`config.mk`:
```
export PLATFORM = sky130hd
export DESIGN_NAME = mmio_interval_timer_top_flat
export DESIGN_NICKNAME = d
export VERILOG_FILES = /design/src/sv/mit_pkg.sv /design/src/sv/mit_if.sv /design/src/sv/mit_core.sv /design/src/sv/mmio_interval_timer_top.sv /design/src/flat_wrapper.sv
export SDC_FILE = /design/constraint.sdc
export NUM_CORES = 1
export LEC_CHECK = 0
export BUFFER_PORTS_ARGS = -buffer_cell sky130_fd_sc_hd__buf_2
export CAP_MARGIN = 25
export CORE_ASPECT_RATIO = 0.6
export CORE_UTILIZATION = 45
export DETAILED_ROUTE_END_ITERATION = 8
export PLACE_DENSITY_LB_ADDON = 0.12
export SYNTH_ARGS = -nofsm -noshare
export SYNTH_HDL_FRONTEND = slang
export SYNTH_SLANG_ARGS = --single-unit
```
`constraint.sdc`:
```
create_clock -name clock -period 6 [get_ports clock]
set_clock_uncertainty 0.1 [all_clocks]
set_input_delay 0.6 -clock clock [delete_from_list [all_inputs] [get_ports clock]]
set_output_delay 0.6 -clock clock [all_outputs]
set_load 0.02 [all_outputs]
```
`src/sv/mit_pkg.sv`:
```
// Shared types and constants for the interval timer.
`timescale 1ns / 1ps
`default_nettype none

package mit_pkg;

   // Item operation codes
   localparam logic [1:0] OP_READ  = 2'd0;
   localparam logic [1:0] OP_WRITE = 2'd1;
   localparam logic [1:0] OP_TICK  = 2'd2;

   // Register word offsets within the window
   localparam logic [4:0] OFS_LENGTH   = 5'd31;
   localparam logic [4:0] OFS_MODE     = 5'd30;
   localparam logic [4:0] OFS_STAGE_HI = 5'd27;
   localparam logic [4:0] OFS_STAGE_LO = 5'd26;
   localparam logic [4:0] OFS_LIMIT_HI = 5'd25;
   localparam logic [4:0] OFS_LIMIT_LO = 5'd24;

   localparam logic [15:0] WINDOW_LEN = 16'h0040;

   // Mode/control register bit positions
   localparam int CTRL_RUN_BIT  = 0;
   localparam int CTRL_NMI_BIT  = 1;
   localparam int CTRL_IRQ_BIT  = 2;
   localparam int CTRL_LOAD_BIT = 8;
   localparam int CTRL_COPY_BIT = 9;
   localparam int CTRL_ACK_BIT  = 10;

   typedef struct packed {
      logic [1:0]  op;
      logic [4:0]  register_offset;
      logic [15:0] write_data;
      logic [31:0] tick_cycles;
   } mit_item_type;

   typedef struct packed {
      logic [15:0] read_data;
      logic        pending;
      logic        irq_request;
      logic        nmi_request;
   } mit_result_type;

endpackage

`default_nettype wire

```
`src/sv/mit_if.sv`:
```
// Valid/ready channel interfaces for timer items and results.
`timescale 1ns / 1ps
`default_nettype none

interface mit_req_if;
   logic        valid;
   logic        ready;
   logic [1:0]  op;
   logic [4:0]  register_offset;
   logic [15:0] write_data;
   logic [31:0] tick_cycles;

   modport source (output valid, op, register_offset, write_data, tick_cycles, input ready);
   modport sink   (input valid, op, register_offset, write_data, tick_cycles, output ready);
endinterface

interface mit_rsp_if;
   logic        valid;
   logic        ready;
   logic [15:0] read_data;
   logic        pending;
   logic        irq_request;
   logic        nmi_request;

   modport source (output valid, read_data, pending, irq_request, nmi_request, input ready);
   modport sink   (input valid, read_data, pending, irq_request, nmi_request, output ready);
endinterface

`default_nettype wire

```
`src/sv/mit_core.sv`:
```
// Timer state and single-pass item logic.
`timescale 1ns / 1ps
`default_nettype none

module mit_core (
   input  logic                    clock,
   input  logic                    reset,
   input  logic                    step,
   input  mit_pkg::mit_item_type   item,
   output mit_pkg::mit_result_type result
);
   import mit_pkg::*;

   logic [31:0] count_ff, count_in;
   logic [31:0] stage_ff, stage_in;
   logic [31:0] limit_ff, limit_in;
   logic        run_ff, run_in;
   logic        nmi_ff, nmi_in;
   logic        irq_ff, irq_in;
   logic        pend_ff, pend_in;

   logic [32:0] sum;
   logic [31:0] after;
   logic        wrap;
   logic        hit;
   logic [15:0] rd;

   // tick window: old count .. new count, inclusive, across the wrap
   assign sum   = {1'b0, count_ff} + {1'b0, item.tick_cycles};
   assign after = sum[31:0];
   assign wrap  = sum[32];
   assign hit   = wrap ? ((limit_ff <= after) || (limit_ff >= count_ff))
                       : ((limit_ff >= count_ff) && (limit_ff <= after));

   always_comb begin
      count_in = count_ff;
      stage_in = stage_ff;
      limit_in = limit_ff;
      run_in   = run_ff;
      nmi_in   = nmi_ff;
      irq_in   = irq_ff;
      pend_in  = pend_ff;
      rd       = '0;
      case (item.op)
         OP_READ: begin
            unique case (item.register_offset)
               OFS_LENGTH:   rd = WINDOW_LEN;
               OFS_MODE:     rd = {13'd0, irq_ff, nmi_ff, run_ff};
               OFS_STAGE_HI: rd = stage_ff[31:16];
               OFS_STAGE_LO: rd = stage_ff[15:0];
               OFS_LIMIT_HI: rd = limit_ff[31:16];
               OFS_LIMIT_LO: rd = limit_ff[15:0];
               default:      rd = '0;
            endcase
         end
         OP_WRITE: begin
            unique case (item.register_offset)
               OFS_MODE: begin
                  run_in = item.write_data[CTRL_RUN_BIT];
                  nmi_in = item.write_data[CTRL_NMI_BIT];
                  irq_in = item.write_data[CTRL_IRQ_BIT];
                  // both copies see the pre-write values
                  if (item.write_data[CTRL_LOAD_BIT]) count_in = stage_ff;
                  if (item.write_data[CTRL_COPY_BIT]) stage_in = count_ff;
                  if (item.write_data[CTRL_ACK_BIT])  pend_in  = 1'b0;
               end
               OFS_STAGE_HI: stage_in = {item.write_data, stage_ff[15:0]};
               OFS_STAGE_LO: stage_in = {stage_ff[31:16], item.write_data};
               OFS_LIMIT_HI: limit_in = {item.write_data, limit_ff[15:0]};
               OFS_LIMIT_LO: limit_in = {limit_ff[31:16], item.write_data};
               default: ;
            endcase
         end
         OP_TICK: begin
            if (run_ff) begin
               count_in = after;
               if (hit) pend_in = 1'b1;
            end
         end
         default: ;
      endcase
   end

   always_ff @(posedge clock) begin
      if (reset) begin
         count_ff <= '0;
         stage_ff <= '0;
         limit_ff <= '0;
         run_ff   <= 1'b0;
         nmi_ff   <= 1'b0;
         irq_ff   <= 1'b0;
         pend_ff  <= 1'b0;
      end else if (step) begin
         count_ff <= count_in;
         stage_ff <= stage_in;
         limit_ff <= limit_in;
         run_ff   <= run_in;
         nmi_ff   <= nmi_in;
         irq_ff   <= irq_in;
         pend_ff  <= pend_in;
      end
   end

   assign result.read_data   = rd;
   assign result.pending     = pend_in;
   assign result.irq_request = pend_in & irq_in;
   assign result.nmi_request = pend_in & nmi_in;

endmodule

`default_nettype wire

```
`src/sv/mmio_interval_timer_top.sv`:
```
// Top level of the MMIO interval timer: channel registers around the timer core.
//
// Usage notes:
//  - req_chan carries one item per transfer: a register read, a register
//    write or a tick of tick_cycles clock cycles. rsp_chan returns exactly
//    one result per item, in order: read_data (zero except for reads),
//    pending, and the irq/nmi requests gated by their mode bits.
//  - Order: an item transferred on req_chan sits in the input register, is
//    evaluated against the timer state by the core, and its result is loaded
//    into the output register, which offers it on rsp_chan, once that register can take it.
//  - Throughput: one item per cycle while rsp_chan accepts results, set by the
//    single 32-bit add and window compare between the input and output registers.
//  - Stall: if rsp_chan is not ready, the output register holds its result
//    and the input register holds one more item; req_chan.ready drops only
//    once both are full.
//  - Reset (synchronous, active high) clears counter, staging, limit, mode
//    bits and pending, and empties both registers.
`timescale 1ns / 1ps
`default_nettype none

module mmio_interval_timer_top (
   input  logic      clock,
   input  logic      reset,
   mit_req_if.sink   req_chan,
   mit_rsp_if.source rsp_chan
);
   import mit_pkg::*;

   // input stage
   logic           in_valid_ff, in_valid_in;
   mit_item_type   in_item_ff;
   // output stage
   logic           out_valid_ff, out_valid_in;
   mit_result_type out_result_ff;
   mit_result_type core_result;

   logic req_xfer;   // item transfer on req_chan
   logic out_load;   // output register can take a new result
   logic advance;    // input item evaluated and retired this cycle

   assign out_load       = !out_valid_ff || rsp_chan.ready;
   assign advance        = in_valid_ff && out_load;
   assign req_chan.ready = !in_valid_ff || advance;
   assign req_xfer       = req_chan.valid && req_chan.ready;

   always_comb begin
      in_valid_in = in_valid_ff;
      if (req_xfer)     in_valid_in = 1'b1;
      else if (advance) in_valid_in = 1'b0;
      out_valid_in = out_load ? in_valid_ff : out_valid_ff;
   end

   always_ff @(posedge clock) begin
      if (reset) begin
         in_valid_ff  <= 1'b0;
         out_valid_ff <= 1'b0;
      end else begin
         in_valid_ff  <= in_valid_in;
         out_valid_ff <= out_valid_in;
      end
   end

   // payload registers, no reset needed
   always_ff @(posedge clock) begin
      if (req_xfer) begin
         in_item_ff.op              <= req_chan.op;
         in_item_ff.register_offset <= req_chan.register_offset;
         in_item_ff.write_data      <= req_chan.write_data;
         in_item_ff.tick_cycles     <= req_chan.tick_cycles;
      end
      if (advance) out_result_ff <= core_result;
   end

   // state commits only when the item's result is captured
   mit_core u_core (
      .clock  (clock),
      .reset  (reset),
      .step   (advance),
      .item   (in_item_ff),
      .result (core_result)
   );

   assign rsp_chan.valid       = out_valid_ff;
   assign rsp_chan.read_data   = out_result_ff.read_data;
   assign rsp_chan.pending     = out_result_ff.pending;
   assign rsp_chan.irq_request = out_result_ff.irq_request;
   assign rsp_chan.nmi_request = out_result_ff.nmi_request;

`ifndef SYNTHESIS
   a_reset_empties: assert property (@(posedge clock)
      reset |=> (!in_valid_ff && !out_valid_ff))
      else $error("pipeline not empty after reset");

   a_full_blocks_req: assert property (@(posedge clock) disable iff (reset)
      (in_valid_ff && out_valid_ff && !rsp_chan.ready) |-> !req_chan.ready)
      else $error("req accepted while both stages are full");

   a_request_needs_pending: assert property (@(posedge clock) disable iff (reset)
      rsp_chan.valid |-> ((!rsp_chan.irq_request && !rsp_chan.nmi_request)
                          || rsp_chan.pending))
      else $error("interrupt request without pending flag");

   a_stall_holds_result: assert property (@(posedge clock) disable iff (reset)
      (out_valid_ff && !rsp_chan.ready) |=> $stable(out_result_ff))
      else $error("stalled result overwritten");
`endif

endmodule

`default_nettype wire

```
`src/flat_wrapper.sv`:
```
// flat-port wrapper written by rule: the top's interface ports become plain ports
module mmio_interval_timer_top_flat import mit_pkg::*;
  (clock, reset, req_chan_valid, req_chan_op, req_chan_register_offset, req_chan_write_data, req_chan_tick_cycles, req_chan_ready, rsp_chan_valid, rsp_chan_read_data, rsp_chan_pending, rsp_chan_irq_request, rsp_chan_nmi_request, rsp_chan_ready);
  mit_req_if req_chan_i ();
  mit_rsp_if rsp_chan_i ();
  input  logic clock;
  input  logic reset;
  input wire logic [$bits(req_chan_i.valid)-1:0] req_chan_valid;
  input wire logic [$bits(req_chan_i.op)-1:0] req_chan_op;
  input wire logic [$bits(req_chan_i.register_offset)-1:0] req_chan_register_offset;
  input wire logic [$bits(req_chan_i.write_data)-1:0] req_chan_write_data;
  input wire logic [$bits(req_chan_i.tick_cycles)-1:0] req_chan_tick_cycles;
  output wire logic [$bits(req_chan_i.ready)-1:0] req_chan_ready;
  output wire logic [$bits(rsp_chan_i.valid)-1:0] rsp_chan_valid;
  output wire logic [$bits(rsp_chan_i.read_data)-1:0] rsp_chan_read_data;
  output wire logic [$bits(rsp_chan_i.pending)-1:0] rsp_chan_pending;
  output wire logic [$bits(rsp_chan_i.irq_request)-1:0] rsp_chan_irq_request;
  output wire logic [$bits(rsp_chan_i.nmi_request)-1:0] rsp_chan_nmi_request;
  input wire logic [$bits(rsp_chan_i.ready)-1:0] rsp_chan_ready;
  assign req_chan_i.valid = req_chan_valid;
  assign req_chan_i.op = req_chan_op;
  assign req_chan_i.register_offset = req_chan_register_offset;
  assign req_chan_i.write_data = req_chan_write_data;
  assign req_chan_i.tick_cycles = req_chan_tick_cycles;
  assign req_chan_ready = req_chan_i.ready;
  assign rsp_chan_valid = rsp_chan_i.valid;
  assign rsp_chan_read_data = rsp_chan_i.read_data;
  assign rsp_chan_pending = rsp_chan_i.pending;
  assign rsp_chan_irq_request = rsp_chan_i.irq_request;
  assign rsp_chan_nmi_request = rsp_chan_i.nmi_request;
  assign rsp_chan_i.ready = rsp_chan_ready;
  mmio_interval_timer_top u_core (.clock(clock), .reset(reset), .req_chan(req_chan_i), .rsp_chan(rsp_chan_i));
endmodule
```
==> metrics.yaml <==
die:
  coreArea_um2: 22440
  die_x_um: 199.0
  dieArea_um2: 23920
  rows: 42
  die_y_um: 120.2
  ios: 80
  start_util: 0.4669
hold_path:
  hold_class: "in2reg"
cells_and_area:
  layout.nets: 1368
  drive_above_1_share: 0.1137
  layoutNonFillerInstCount: 1530
  syn_to_final_growth_pct: 11.18
  final_common_cell: "nand2_1"
  final_cell_mix: "nand2_1 (145), a21oi_1 (129), dfxtp_1 (102)"
  diodes: 0
logic_synthesis:
  ys_warn_count: 0
  syn_area_um2: 10480
  yosysTopAreaCell: "edfxtp_1"
  synth_top_family_by_area: "compound AO/OA/AOI/OAI gates"
  synth.area.top_cells: "edfxtp_1 (21%), dfxtp_1 (19%), ha_1 (12%)"
  synthMuxAreaShare: 0.03153
  synthXorXnorAreaFrac: 0.02341
  synth_compound_area_frac: 0.2105
  synth-seq-area-share: 0.4070
  syn-instance-count: 1161
  synth_area_per_cell_um2: 9.025
  synth.top_cell.area_share: 0.2121
  synth_seq_cells: 176
  synth_fa_ha_area_frac: 0.1201
  yosysUniqueCellTypes: 67
  synth_nets: 1320
  async_reset_ff_frac: 0
  synth_top_flop_cell: "dfxtp_1"
  synth_edf_count: 74
  yosys.area_share.simple: 0.1647
clock_network:
  cts.sinks: 176
  cts_root_buf: "clkbuf_16"
  hold_buffers: 0
  htree_levels: 4
  path_clk_slew_ns: 0.07
  insertion_delay_ns: 0.46
  cts_buffer_depth: 2
  cts_tree: "yes"
  cts-buffers-inserted: 17
  cts_setup_buffers: 0
  post_cts_resized: 0
status:
  status: "finished clean"
critical_path:
  worstPathRequired_ns: 6.08
  worst_setup_path_start_kind: "flop"
  critical_path_arrival_ns: 5.43
  critical_path_class: "reg2reg"
  cp_max_fo: 7
  end_kind: "flop"
global_route:
  grt_start_max_net_pins: 73
  grt_pass1_wl_um: 51180
  grt_use_total: 0.2938
  antenna_found_initial: 0
  grt-ovfl-total: 0
  grt_pass1_vias: 8241
sta:
  drv_slew: 0
  final.period_utilization: 0.8918
  tightestPinTransition_ns: 1.050
  finalSetupViolations: 0
  slew_headroom: 0.2978
  hold_viol: 0
  fin_tns_setup_ns: 0
  fmax_mhz: 186.9
  fin_crit_ns: 5.351
  rsz0062_at_grt: "false"
power:
  leakage_uw: 0.004454
  ir_drop_mv: 0.1463
  power_density_nw_per_um2: 223.9
drt:
  first_iter_violations: 960
  wl_per_cell_um: 22.06
  drt_first_pass_iters: 5
  vias: 9192
  ant_nets: 0
  viasPerCell: 6.008
  routed_wl_um: 33760
  drcViolationCount: 0
place:
  placed_cells: 1498
  io_buffer_count: 79
  place_hpwl_um: 25120
  gp_congestion: 0.9647
flow_run:
  maxCapViolCount: 0
## synth_stat cells, drive strengths merged, types with 7 or more instances
library cell    n
a21oi         130
a221oi          8
edfxtp         74
dfxtp         102
a211oi         35
xor2           16
a311oi         18
nand3          33
clkbuf         57
ha             99
inv            50
nor2           95
o21a           12
nor3           10
nand4          19
o22ai          12
nand2         145
o211ai         12
a21o           18
xnor2          12
nor3b          18
buf             9
and4            7
and2           16
mux2i          33
o21ai          42
## kinds of logic (layout without fill, tap and decap cells)
logic type	Yosys count	count (layout)
buf+inv	116	177
flops	176	176
simple gates	371	371
mux	33	33
fa+ha+maj	100	100
compound gates	337	337
xor+xnor	28	28
## stage by stage
stage | utilization | worst slack (ns) | hold WS, ns | total power, uW | instance area [um^2]
CTS | 0.5191 | 0.8120 | 0.2007 | 2615 | 11650
global route | 0.5191 | 0.3513 | 0.1964 | 2710 | 11650
floorplan | - | 1.594 | 0.3491 | 1514 | 10480
detailed placement | 0.4965 | 0.8416 | 0.3706 | 1620 | 11140
finish | 0.5191 | 0.6492 | 0.2097 | 2608 | 11650
global placement | 0.4960 | 0.9918 | 0.3664 | 1619 | 11130
## per-layer routing
layer	up-vias	wire length, um	global-route usage
met5	-	0	0
met3	32	3523	0.05579
met1	4363	16750	0.4745
li1	4379	-	-
met2	418	12940	0.3840
met4	0	549	0.08269
## worst max-delay path, cell delays in order, from the launching register on
cell	delay, ns
dfxtp_1	0.36
ha_1	0.42
nand4_1	0.11
buf_4	0.19
nor2_1	0.24
nand4_1	0.26
o2111ai_1	0.53
a31oi_1	0.21
o21bai_1	0.25
a21oi_1	0.12
xnor2_1	0.14
ha_1	0.32
nand4_1	0.09
nor3_1	0.29
and3_1	0.23
o31ai_1	0.08
a22oi_1	0.44
a21oi_1	0.13
a221oi_1	0.46
a21oi_1	0.10
## path summary, 6_finish.rpt
check	from	endpoint	slack, ns	depth (start not counted)
max	u_core.u_core.count_ff[16]	u_core.rsp_chan.nmi_request	0.65	19
min	req_chan_tick_cycles[17]	u_core.in_item_ff[17]	0.21	1
max reg2reg	u_core.u_core.count_ff[16]	u_core.rsp_chan.nmi_request	0.65	19
min reg2reg	u_core.u_core.limit_ff[0]	u_core.u_core.limit_ff[0]	0.39	2
## final cells by class
| type | count | area, um^2 |
|---|---|---|
| Tap cell | 308 | 385.4 |
| Clock inverter | 13 | 73.82 |
| Clock buffer | 19 | 432.9 |
| Inverter | 50 | 187.7 |
| Multi-Input combinational cell | 869 | 5786 |
| Fill cell | 2137 | 10790 |
| Timing Repair Buffer | 95 | 519.2 |
| Sequential cell | 176 | 4264 |
## registers in the layout (all words and copies together) (netlist names)
signal / cells
u_core.rsp_chan.nmi_request: 1
u_core.u_core.stage_ff: 32
u_core.u_core.limit_ff: 32
u_core.rsp_chan.read_data: 16
u_core.u_core.pend_ff: 1
u_core.u_core.nmi_ff: 1
u_core.u_core.run_ff: 1
u_core.u_core.count_ff: 32
u_core.u_core.irq_ff: 1
u_core.in_item_ff: 55
u_core.rsp_chan.valid: 1
u_core.in_valid_ff: 1
u_core.rsp_chan.pending: 1
u_core.rsp_chan.irq_request: 1
## report_power, final
| part | internal, uW | switching (uW) |
|---|---|---|
| Sequential | 1280 | 32.3 |
| Combinational | 97.4 | 187 |
| Clock | 519 | 488 |
Note: power is estimated with default switching activity, not from simulation.
